[src/hdl/msd_pkg.sv]
// Shared types, constants and helper functions for the Morse unit stream decoder.
// Used by msd_front, msd_queue, msd_back and the top level; depends on nothing.
package msd_pkg;

  localparam int LETTERS = 26;

  localparam logic [6:0] CHAR_A     = 7'd65;
  localparam logic [6:0] CHAR_SPACE = 7'd32;

  // Element count value that marks an over-long letter
  localparam logic [2:0] OVERFLOW_COUNT = 3'd5;
  localparam logic [2:0] MAX_ELEMENTS   = 3'd4;

  localparam logic [4:0] MARK_RUN_MAX = 5'd31;
  localparam logic [3:0] GAP_RUN_MAX  = 4'd15;

  // Configuration register indexes
  localparam logic [1:0] REG_DASH_UNITS       = 2'd0;
  localparam logic [1:0] REG_LETTER_GAP_UNITS = 2'd1;
  localparam logic [1:0] REG_WORD_GAP_UNITS   = 2'd2;

  localparam logic [3:0] DASH_UNITS_RESET       = 4'd3;
  localparam logic [3:0] LETTER_GAP_UNITS_RESET = 4'd3;
  localparam logic [3:0] WORD_GAP_UNITS_RESET   = 4'd7;

  // Letter table: element count in bits 6..4, pattern in bits 3..0 (1 dash, 0 dot)
  localparam logic [6:0] LETTER_ROM [LETTERS] = '{
    7'h22, 7'h41, 7'h45, 7'h31, 7'h10, 7'h44, 7'h33, 7'h40, 7'h20, 7'h4E,
    7'h35, 7'h42, 7'h23, 7'h21, 7'h37, 7'h46, 7'h4B, 7'h32, 7'h30, 7'h11,
    7'h34, 7'h48, 7'h36, 7'h49, 7'h4D, 7'h43
  };

  typedef struct packed {
    logic [2:0] count;
    logic [3:0] bits;
  } elem_t;

  typedef struct packed {
    logic       found;
    logic [6:0] ch;
  } lookup_t;

  // One queue entry: one or two characters caused by a single input unit
  typedef struct packed {
    logic       pair;
    logic [6:0] ch0;
    logic [6:0] ch1;
  } rec_t;

  // Close a mark run into the collected elements
  function automatic elem_t close_run(elem_t e, logic [4:0] run, logic [3:0] dash_units);
    elem_t r;
    logic  is_dash;
    logic  is_dot;
    r       = e;
    is_dash = (run == {1'b0, dash_units});
    is_dot  = (run == 5'd1);
    if (run != 5'd0 && (is_dash || is_dot)) begin
      if (e.count < MAX_ELEMENTS) begin
        r.bits  = e.bits | (4'(is_dash) << e.count[1:0]);
        r.count = e.count + 3'd1;
      end else begin
        r.count = OVERFLOW_COUNT;
      end
    end
    return r;
  endfunction

  // Match the collected elements against the letter table
  function automatic lookup_t lookup_letter(elem_t e);
    lookup_t    r;
    logic [6:0] key;
    r.found = 1'b0;
    r.ch    = CHAR_A;
    key     = {e.count, e.bits};
    if (e.count >= 3'd1 && e.count <= MAX_ELEMENTS) begin
      for (int a = 0; a < LETTERS; a++) begin
        if (LETTER_ROM[a] == key) begin
          r.found = 1'b1;
          r.ch    = CHAR_A + 7'(a);
        end
      end
    end
    return r;
  endfunction

endpackage

[src/hdl/msd_front.sv]
// Front end: configuration registers, run counters and element collection.
// Classifies each accepted unit and produces a queue entry; uses msd_pkg.
module msd_front
  import msd_pkg::*;
(
  input  logic       clk,
  input  logic       rst,
  input  logic       accept,
  input  logic       kind,
  input  logic       message_end,
  input  logic       cfg_we,
  input  logic [1:0] cfg_index,
  input  logic [3:0] cfg_data,
  output logic       rec_push,
  output rec_t       rec
);

  logic [3:0] dash_units;
  logic [3:0] letter_gap_units;
  logic [3:0] word_gap_units;

  logic [4:0] mark_run;
  logic [3:0] gap_run;
  elem_t      elems;

  logic [4:0] mark_run_next;
  logic [3:0] gap_run_next;
  elem_t      elems_next;

  always_comb begin
    elem_t      e_kept;
    elem_t      e_mark_close;
    elem_t      e_gap_close;
    lookup_t    lk_orig;
    lookup_t    lk_mark;
    lookup_t    lk_gap;
    logic       letter_due;
    logic       word_due;
    logic [4:0] mark_inc;
    logic [3:0] gap_inc;
    logic       a_v;
    logic       b_v;
    logic [6:0] a_ch;
    logic [6:0] b_ch;

    mark_inc     = (mark_run < MARK_RUN_MAX) ? mark_run + 5'd1 : mark_run;
    gap_inc      = (gap_run < GAP_RUN_MAX) ? gap_run + 4'd1 : gap_run;
    letter_due   = (gap_run == letter_gap_units);
    word_due     = (gap_inc == word_gap_units);

    // mark path: letter before the mark, then a possible flush at message end
    lk_orig      = lookup_letter(elems);
    e_kept       = letter_due ? '0 : elems;
    e_mark_close = close_run(e_kept, mark_inc, dash_units);
    lk_mark      = lookup_letter(e_mark_close);

    // gap path: the mark run closes as the gap starts
    e_gap_close  = close_run(elems, mark_run, dash_units);
    lk_gap       = lookup_letter(e_gap_close);

    if (!kind) begin
      a_v           = letter_due && lk_orig.found;
      a_ch          = lk_orig.ch;
      b_v           = message_end && lk_mark.found;
      b_ch          = lk_mark.ch;
      mark_run_next = mark_inc;
      gap_run_next  = 4'd0;
      elems_next    = e_kept;
    end else begin
      a_v           = (word_due || message_end) && lk_gap.found;
      a_ch          = lk_gap.ch;
      b_v           = word_due;
      b_ch          = CHAR_SPACE;
      mark_run_next = 5'd0;
      gap_run_next  = word_due ? 4'd0 : gap_inc;
      elems_next    = word_due ? '0 : e_gap_close;
    end

    if (message_end) begin
      mark_run_next = 5'd0;
      gap_run_next  = 4'd0;
      elems_next    = '0;
    end

    rec_push = accept && (a_v || b_v);
    rec.pair = a_v && b_v;
    rec.ch0  = a_v ? a_ch : b_ch;
    rec.ch1  = b_ch;
  end

  always_ff @(posedge clk) begin
    if (rst) begin
      dash_units       <= DASH_UNITS_RESET;
      letter_gap_units <= LETTER_GAP_UNITS_RESET;
      word_gap_units   <= WORD_GAP_UNITS_RESET;
      mark_run         <= 5'd0;
      gap_run          <= 4'd0;
      elems            <= '0;
    end else begin
      if (cfg_we) begin
        case (cfg_index)
          REG_DASH_UNITS:       dash_units       <= cfg_data;
          REG_LETTER_GAP_UNITS: letter_gap_units <= cfg_data;
          REG_WORD_GAP_UNITS:   word_gap_units   <= cfg_data;
          default: ;
        endcase
      end
      if (accept) begin
        mark_run <= mark_run_next;
        gap_run  <= gap_run_next;
        elems    <= elems_next;
      end
    end
  end

endmodule

[src/hdl/msd_queue.sv]
// Short first-in first-out queue of entries between front and back end.
// Flip-flop storage, head entry read through the read pointer; uses msd_pkg.
module msd_queue
  import msd_pkg::*;
#(
  parameter int DEPTH = 4
) (
  input  logic clk,
  input  logic rst,
  input  logic wr,
  input  rec_t wr_data,
  input  logic rd,
  output rec_t rd_data,
  output logic q_empty,
  output logic q_full
);

  localparam int IDX_W = (DEPTH > 1) ? $clog2(DEPTH) : 1;
  localparam int CNT_W = $clog2(DEPTH + 1);

  rec_t             store [DEPTH];
  logic [IDX_W-1:0] wr_ptr;
  logic [IDX_W-1:0] rd_ptr;
  logic [CNT_W-1:0] fill;

  assign q_empty = (fill == CNT_W'(0));
  assign q_full  = (fill == CNT_W'(DEPTH));
  assign rd_data = store[rd_ptr];

  function automatic logic [IDX_W-1:0] wrap_inc(logic [IDX_W-1:0] p);
    return (p == IDX_W'(DEPTH - 1)) ? IDX_W'(0) : p + IDX_W'(1);
  endfunction

  always_ff @(posedge clk) begin
    if (rst) begin
      wr_ptr <= '0;
      rd_ptr <= '0;
      fill   <= '0;
    end else begin
      if (wr) wr_ptr <= wrap_inc(wr_ptr);
      if (rd) rd_ptr <= wrap_inc(rd_ptr);
      if (wr && !rd)      fill <= fill + CNT_W'(1);
      else if (rd && !wr) fill <= fill - CNT_W'(1);
    end
  end

  always_ff @(posedge clk) begin
    if (wr) store[wr_ptr] <= wr_data;
  end

endmodule

[src/hdl/msd_back.sv]
// Back end: splits each queue entry into single results in an output register.
// Marks the final result of each entry; uses msd_pkg.
module msd_back
  import msd_pkg::*;
(
  input  logic       clk,
  input  logic       rst,
  input  logic       q_empty,
  input  rec_t       head,
  output logic       q_pop,
  input  logic       pop,
  output logic       empty,
  output logic [6:0] character,
  output logic       last_of_run
);

  logic       out_valid;
  logic       phase;
  logic       out_free;
  logic       load;
  logic       last_sel;
  logic [6:0] ch_sel;

  assign out_free = !out_valid || pop;
  assign load     = out_free && !q_empty;
  assign last_sel = phase || !head.pair;
  assign ch_sel   = phase ? head.ch1 : head.ch0;
  assign q_pop    = load && last_sel;
  assign empty    = !out_valid;

  always_ff @(posedge clk) begin
    if (rst) begin
      out_valid <= 1'b0;
      phase     <= 1'b0;
    end else begin
      if (out_free) out_valid <= !q_empty;
      if (load)     phase     <= !last_sel;
    end
  end

  always_ff @(posedge clk) begin
    if (load) begin
      character   <= ch_sel;
      last_of_run <= last_sel;
    end
  end

endmodule

[src/hdl/morse_unit_stream_decoder.sv]
// Top level of the Morse unit stream decoder: front end, entry queue, back end.
// Depends on msd_pkg, msd_front, msd_queue and msd_back.
//
//   channel   handshake            payload                   direction
//   ------    ---------            -------                   ---------
//   units     push / full          kind, message_end         in
//   results   pop / empty          character, last_of_run    out
//   config    cfg_we               cfg_index, cfg_data       in
//
// One unit is taken every cycle while full is low; the front end updates its
// counters and the letter lookup in that same cycle. A unit that causes two
// results (letter and space, or two letters at message end) holds the back end
// while it emits both, so the entry queue of QUEUE_DEPTH entries absorbs bursts.
// Results are loaded from the queue head into a registered output.
// Reset is synchronous: counters clear, registers return to 3, 3 and 7.
// full reflects only queue occupancy; a stalled pop backs up into the queue.
module morse_unit_stream_decoder
  import msd_pkg::*;
#(
  parameter int QUEUE_DEPTH = 4
) (
  input  logic       clk,
  input  logic       rst,
  input  logic       push,
  output logic       full,
  input  logic       kind,
  input  logic       message_end,
  output logic       empty,
  input  logic       pop,
  output logic [6:0] character,
  output logic       last_of_run,
  input  logic       cfg_we,
  input  logic [1:0] cfg_index,
  input  logic [3:0] cfg_data
);

  logic accept;
  logic rec_push;
  rec_t rec;
  rec_t head;
  logic q_pop;
  logic q_empty;
  logic q_full;

  // transfer on the unit channel only while the queue has room
  assign accept = push && !q_full;
  assign full   = q_full;

  msd_front u_front (
    .clk         (clk),
    .rst         (rst),
    .accept      (accept),
    .kind        (kind),
    .message_end (message_end),
    .cfg_we      (cfg_we),
    .cfg_index   (cfg_index),
    .cfg_data    (cfg_data),
    .rec_push    (rec_push),
    .rec         (rec)
  );

  // hold entries here while the result side stalls
  msd_queue #(
    .DEPTH (QUEUE_DEPTH)
  ) u_queue (
    .clk     (clk),
    .rst     (rst),
    .wr      (rec_push),
    .wr_data (rec),
    .rd      (q_pop),
    .rd_data (head),
    .q_empty (q_empty),
    .q_full  (q_full)
  );

  // advance one result per cycle into the output register while it is free or being popped
  msd_back u_back (
    .clk         (clk),
    .rst         (rst),
    .q_empty     (q_empty),
    .head        (head),
    .q_pop       (q_pop),
    .pop         (pop),
    .empty       (empty),
    .character   (character),
    .last_of_run (last_of_run)
  );

endmodule

[config.mk]
export PLATFORM = sky130hd
export DESIGN_NAME = morse_unit_stream_decoder
export DESIGN_NICKNAME = d
export VERILOG_FILES = /design/src/hdl/msd_pkg.sv /design/src/hdl/msd_front.sv /design/src/hdl/msd_queue.sv /design/src/hdl/msd_back.sv /design/src/hdl/morse_unit_stream_decoder.sv
export SDC_FILE = /design/constraint.sdc
export NUM_CORES = 1
export LEC_CHECK = 0
export ABC_AREA = 0
export BUFFER_PORTS_ARGS = -buffer_cell sky130_fd_sc_hd__buf_2
export CAP_MARGIN = 30
export CORE_MARGIN = 2
export CORE_UTILIZATION = 63
export CTS_CLUSTER_SIZE = 40
export DETAILED_ROUTE_END_ITERATION = 12
export PLACE_DENSITY = 0.79
export SLEW_MARGIN = 20
export SYNTH_ARGS = -nofsm -noshare
export SYNTH_HDL_FRONTEND = slang
export SYNTH_SLANG_ARGS = --single-unit
[constraint.sdc]
create_clock -name clk -period 5.99 [get_ports clk]
set_clock_uncertainty 0.1 [all_clocks]
set_input_delay 0 -clock clk [delete_from_list [all_inputs] [get_ports clk]]
set_output_delay 0 -clock clk [all_outputs]
set_load 0.01 [all_outputs]
==> flow_summary.yaml, run 1 <==
synthesis:
  synth_warnings: 0
  synth-seq-cells: 107
  synth_ff_type: "edfxtp_1"
  synthCells: 745
  syn_avg_cell_area_um2: 9.46
  synth-seq-area-share_pct: 40.0
  syn_area_mm2: 0.00705
  synth_fp_nets: 774
  ys_async_sr_fraction_pct: 0
  synth-edff-count: 68
  synth_cell_types: 87
clocking:
  hold_buffers: 10
  htreeDepth: 3
  insertion_delay_ns: 0.39
  cts.sinks: 107
  root_buffer: "clkbuf_8"
  clock_path_buffers: 2
  cts_setup_buffers: 0
  cts_made_buffers: 9
  clkTransAtPathRegs_ns: 0.10
  cts_resized: 0
  cts_tree: "done"
power:
  max-vdd-ir-drop_mv: 0.214
  p_per_area_mw_per_mm2: 233
  leakage_nw: 2.58
  power.share.clock_pct: 25.1
  pwr-share-comb_pct: 22.6
  p_sw_share_pct: 28.8
  p_seq_share_pct: 52.3
  power_mw: 1.75
  internal_power_mw: 1.25
  netSwitchingPower_uw: 505
setup_path:
  critical_path_buf_inv_count: 1
  worstReg2RegStart: "u_front.mark_run[0]"
  r2r_setup_slack_ns: 0.64
  end_kind: "flip-flop"
  slowest_delay_ns: 0.57
  crit_path_frequent_cell: "ha_1"
  critPathCapture: "u_queue.fill[2]"
  timing_worst_setup_path_type: "reg -> reg"
  slowest_stage: "dfxtp_1"
  crit_family: "compound AO/OA/AOI/OAI gates"
  r2r_cells: 17
  cp_max_fo: 12
  crit_start: "u_front.mark_run[0]"
  crit_cells: 17
  worstPathCellList: "ha_1 -> nand3b_1 -> a221oi_1 -> or2_1 -> a31o_1 -> mux2i_1 -> nor2b_1 -> a32oi_1 -> o211ai_2 -> o311ai_4 -> a31oi_4 -> ha_1 -> inv_1 -> fa_1 -> xor2_1 -> or3_1 -> a21oi_1"
  setup.worst_path.start_class: "flip-flop"
  critPathRequiredTime_ns: 6.20
  worstPathArrival_ns: 5.56
  reg2reg_to: "u_queue.fill[2]"
timing:
  hold_slack_ns: 0.0298
  rsz0062_at_grt: "false"
  max_freq_mhz: 187
  finalHoldViolCount: 0
  min_period_ns: 5.35
  slew_viol_final: 0
  timing.final.crit_share_pct: 89.3
  tightest_slew_ns: 1.01
  setup_viol: 0
  tns_ns: 0
  relSlewSlack_pct: 32.9
routing:
  wl_per_cell_um: 20.0
  drtIter0Drc: 765
  drtPass1Iterations: 6
  dr_total_vias: 6072
  ant_nets: 0
  drcViolationCount: 0
  routed_wl_um: 17900
  viasPerCell: 6.77
placement:
  dp_hpwl_um: 13000
  dp.cells: 872
  place.gp.congestion: 1.01
  port_buffers: 22
global_route:
  grt_pass1_wl_um: 28800
  grt_max_degree: 40
  antenna_found_initial: 0
  grt-ovfl-total: 0
  grt_usage_pct: 31.0
  grt_pass1_vias: 5699
cells_and_area:
  area_growth_syn_to_layout_pct: 6.46
  mostFrequentLayoutCell: "nor2_1"
  drive_above_1_share_pct: 13.1
  mostFrequentLayoutCells: "nor2_1 (76), edfxtp_1 (68), nand2_1 (60)"
  layoutNonFillerInstCount: 897
  diodes: 0
  nNetsFinal: 782
hold_path:
  hold_path_class: "in -> reg"
die:
  dieArea_mm2: 0.0120
  die_x_um: 110
  core_mm2: 0.0109
  pin_count: 23
  placementRows: 38
  die_h_um: 110
  start_util_pct: 64.7
job:
  maxCapViolations: 0
outcome:
  status: "complete, no violations"
## registers in the layout (all words and copies together) (netlist names), named ones only
name,cells
u_queue.rd_ptr,2
u_front.dash_units,4
u_front.letter_gap_units,4
u_back.character,7
u_queue.wr_ptr,2
u_front.gap_run,4
u_back.out_valid,1
u_front.word_gap_units,4
u_front.elems,7
u_queue.fill,3
u_back.phase,1
u_queue.store,60
u_front.mark_run,5
u_back.last_of_run,1
## kinds of logic after synthesis
group | synth area share, %
AO/OA/AOI/OAI | 22.5
XOR/XNOR | 2.22
adder cells (fa/ha/maj) | 2.95
buffers and inverters | 4.95
flip-flops | 40.0
multiplexers | 8.96
AND/OR/NAND/NOR | 18.4
## per-stage QoR
step / area [um2] / utilization (%) / worst slack [ns]
after floorplan: 7050 / - / 1.24
after global placement: 7190 / 66.1 / 0.898
after detailed placement: 7210 / 66.2 / 0.752
after CTS: 7500 / 68.9 / 0.738
after global routing: 7500 / 68.9 / 0.193
final: 7500 / 68.9 / 0.640
## area by class of cell
type / count / area, um2
tap: 140 / 175
inverter: 32 / 120
timing repair buffer: 46 / 319
clock buffer: 10 / 128
multi-input combinational: 557 / 3880
fill: 815 / 3380
sequential: 107 / 2820
clock inverter: 5 / 62.6
## routing by layer
metal,global-route usage (%),vias up,share of wire [%]
li1,-,2833,-
met1,40.5,2902,42
met2,52.2,304,49
met3,5.16,33,7.7
met4,10.7,0,1.8
met5,0,-,0
## synth_stat cells, types with 7 or more instances
| master | n | area [um2] |
|---|---|---|
| inv_1 | 32 | 120 |
| a211o_1 | 10 | 87.6 |
| a32oi_1 | 9 | 78.8 |
| nand2b_1 | 13 | 81.3 |
| clkbuf_1 | 29 | 109 |
| nor3_1 | 32 | 160 |
| nand4_1 | 7 | 43.8 |
| xor2_1 | 9 | 78.8 |
| o21ai_0 | 38 | 190 |
| nand2_1 | 60 | 225 |
| mux2i_1 | 14 | 140 |
| dfxtp_1 | 39 | 781 |
| nor2_1 | 76 | 285 |
| o21a_1 | 8 | 60.1 |
| buf_2 | 8 | 40.0 |
| xnor2_1 | 7 | 61.3 |
| edfxtp_1 | 68 | 2040 |
| a22oi_1 | 8 | 60.1 |
| and2_1 | 9 | 56.3 |
| ha_1 | 15 | 188 |
| mux2_2 | 11 | 124 |
| a21oi_1 | 48 | 240 |
| nand3_1 | 18 | 90.1 |
| o211ai_1 | 8 | 60.1 |
| a31oi_1 | 10 | 62.6 |
| mux4_2 | 15 | 338 |
## worst min-delay path by stage
stage	from	to	slack, ns	depth (start not counted)
2_1_floorplan	kind	u_queue.store[0][5]	-0.001	0
3_3_place_gp	cfg_data[0]	u_front.dash_units[0]	0.13	2
3_5_place_dp	cfg_data[0]	u_front.dash_units[0]	0.13	2
4_1_cts	cfg_we	u_front.letter_gap_units[0]	0.01	3
5_1_grt	cfg_we	u_front.letter_gap_units[0]	0.07	3
6_report	cfg_we	u_front.letter_gap_units[0]	0.03	3
## worst register-to-register path: stages (launching register included)
cell and delay [ns]:
dfxtp_1 0.57, ha_1 0.41, nand3b_1 0.11, a221oi_1 0.41
or2_1 0.27, a31o_1 0.35, mux2i_1 0.38, nor2b_1 0.47
a32oi_1 0.16, o211ai_2 0.26, o311ai_4 0.15, a31oi_4 0.31
ha_1 0.23, inv_1 0.07, fa_1 0.43, xor2_1 0.17
or3_1 0.30, a21oi_1 0.14
## power by group through the flow
stage,sequential [mW],combinational (mW),clock [mW]
4_1_cts,0.917,0.397,0.445
5_1_grt,0.927,0.436,0.470
3_5_place_dp,0.934,0.390,0
6_report,0.916,0.396,0.439
2_1_floorplan,0.915,0.290,0
3_3_place_gp,0.937,0.358,0
Note: power is estimated with default switching activity, not from simulation.
==> run 2, diff against run 1 <==
Settings changed: ABC_AREA 0 to 1, CORE_UTILIZATION 63 to 55, PLACE_DENSITY 0.79 to 0.7.
==> flow_summary.yaml, run 2 <==
outcome:
  status: "complete, no violations"
clocking:
  clock_path_buffers: 2
  cts_resized: 0
  htreeDepth: 3
  cts_setup_buffers: 0
  clkTransAtPathRegs_ns: 0.07
  hold_buffers: 15
  cts.sinks: 107
  insertion_delay_ns: 0.36
  cts_made_buffers: 9
  root_buffer: "clkbuf_16"
  cts_tree: "done"
cells_and_area:
  mostFrequentLayoutCell: "nand2_1"
  final_util_pct: 62.6
  top_regs: "u_queue.store x60, u_back.character x7, u_front.elems x7"
  nFillCells: 967
  stdcell_area_mm2: 0.00718
  drive_above_1_share_pct: 9.31
  largest-register: "u_queue.store"
  diodes: 0
  nNetsFinal: 937
  largest_reg_flops: 60
  mostFrequentLayoutCells: "nand2_1 (187), nor2_1 (158), inv_1 (94)"
  layoutNonFillerInstCount: 1056
  area_growth_syn_to_layout_pct: 10.8
setup_path:
  end_kind: "flip-flop"
  timing_worst_setup_path_type: "reg -> reg"
  reg2reg_to: "u_queue.fill[2]"
  worstPathArrival_ns: 4.67
  r2r_cells: 29
  setup.worst_path.start_class: "flip-flop"
  critPathRequiredTime_ns: 6.18
  crit_path_frequent_cell: "nand2_1"
  slowest_stage: "dfxtp_1"
  slowest_delay_ns: 0.52
  r2r_setup_slack_ns: 1.51
  worstReg2RegStart: "u_front.mark_run[0]"
  cp_max_fo: 9
placement:
  placed_area_mm2: 0.00674
  dp.cells: 1025
  preCtsSetupSlack_ns: 1.57
  place.gp.congestion: 0.915
  port_buffers: 22
  dp_hpwl_um: 11300
synthesis:
  synthCells: 872
  synth_top_area_share_pct: 31.5
  ys_async_sr_fraction_pct: 0
  synth_cell_types: 48
  synth_warnings: 0
  synth_fa_ha_area_share_pct: 3.21
  synth-simple-area-share_pct: 32.0
  synth_fp_nets: 901
  yosys.area.top_type: "edfxtp_1"
  synth_ff_type: "edfxtp_1"
  ys_top_cells_by_area: "edfxtp_1 (32%), dfxtp_1 (12%), nand2_1 (11%), nor2_1 (9.2%), inv_1 (5.4%)"
  synth_compound_area_share_pct: 12.4
  synth_top_family_by_area: "simple AND/OR/NAND/NOR gates"
  synth-seq-area-share_pct: 43.6
  synth_mux_area_share_pct: 0.309
  synth-edff-count: 68
  synth_common_cells: "nand2_1 (187), nor2_1 (159), inv_1 (94)"
  synth-seq-cells: 107
  syn_avg_cell_area_um2: 7.43
  synth-xor-area-share_pct: 1.49
  syn_area_mm2: 0.00648
  yosysMostFrequentCell: "nand2_1"
hold_path:
  hold_path_end: "u_queue.wr_ptr[1]"
  hold_path_class: "in -> reg"
  min_path_cells: 5
  holdCritStartpoint: "push"
timing:
  hold_slack_ns: 0.0377
  relSlewSlack_pct: 45.8
  max_freq_mhz: 223
  rsz0062_at_grt: "false"
  finalHoldViolCount: 0
  setup_ws_ns: 1.51
  setup_viol: 0
  tightest_slew_ns: 0.806
  slew_viol_final: 0
  min_period_ns: 4.48
  timing.final.crit_share_pct: 74.8
  tns_ns: 0
die:
  start_util_pct: 56.5
  placementRows: 39
  die_h_um: 113
  pin_count: 23
  die_x_um: 113
  core_mm2: 0.0115
  dieArea_mm2: 0.0127
global_route:
  grt_usage_pct: 25.7
  grt_pass1_wl_um: 26500
  grt-ovfl-total: 0
  grt_pass1_vias: 5689
  grt_max_degree: 32
  antenna_found_initial: 0
routing:
  ant_nets: 0
  drtIter0Drc: 703
  wl_per_cell_um: 14.7
  drcViolationCount: 0
  dr_total_vias: 5996
  drtPass1Iterations: 5
  routed_wl_um: 15600
  viasPerCell: 5.68
power:
  max-vdd-ir-drop_mv: 0.342
  leakage_nw: 3.21
  power_mw: 2.12
  p_per_area_mw_per_mm2: 295
job:
  maxCapViolations: 0
==> run 2: cell types whose count changed after synthesis, sizes merged, moves of 20 or more <==
cell	change
o21ai	+27
nor2	+92
nand2	+142
nand3	+51
inv	+68
a21oi	-20
==> run 2: power by group <==
part / total, mW / switching, mW / internal (mW)
clock: 0.576 / 0.287 / 0.290
combinational: 0.596 / 0.396 / 0.200
sequential: 0.946 / 0.0471 / 0.899
==> run 2: cell families after synthesis <==
kind of cell,count (synthesis)
AND/OR/NAND/NOR,478
AO/OA/AOI/OAI,139
buffers and inverters,119
flip-flops,107
adder cells (fa/ha/maj),16
XOR/XNOR,11
multiplexers,2
==> run 2: worst max-delay path by stage <==
stage | start | cells after the start | slack [ns] | end
floorplan | u_front.mark_run[0] | 29 | 2.21 | u_queue.fill[2]
global placement | u_front.mark_run[0] | 21 | 1.58 | u_queue.store[0][10]
detailed placement | u_front.mark_run[0] | 29 | 1.57 | u_queue.fill[2]
CTS | u_front.mark_run[0] | 29 | 1.56 | u_queue.fill[2]
global route | u_front.mark_run[0] | 29 | 1.04 | u_queue.fill[2]
finish | u_front.mark_run[0] | 29 | 1.51 | u_queue.fill[2]
==> run 2: final cells by class <==
| cell class | count | area [um2] | share of cell area, % |
|---|---|---|---|
| clock buffers | 9 | 225 | 3.14 |
| multi-input cells | 646 | 3200 | 44.6 |
| clock inverters | 7 | 61.3 | 0.854 |
| repair buffers | 43 | 305 | 4.25 |
| inverters | 101 | 379 | 5.28 |
| well taps | 143 | 179 | 2.49 |
| flip-flops and latches | 107 | 2820 | 39.3 |
==> run 2: worst max-delay path, delay by kind of cell (launching register included) <==
kind,cells,cell delay [ns]
and+or+nand+nor,19,2.15
adders and majority gates,3,0.78
AOI/OAI and AO/OA,3,0.56
DFF,1,0.52
buffers and inverters,4,0.33
==> run 2: routing by layer <==
layer,vias to the layer above,track usage [%],share of wire [%]
met1,2768,31.7,43
li1,2991,-,-
met2,208,46.1,50
met5,-,0,0
met3,29,4.75,5.3
met4,0,7.24,1.6
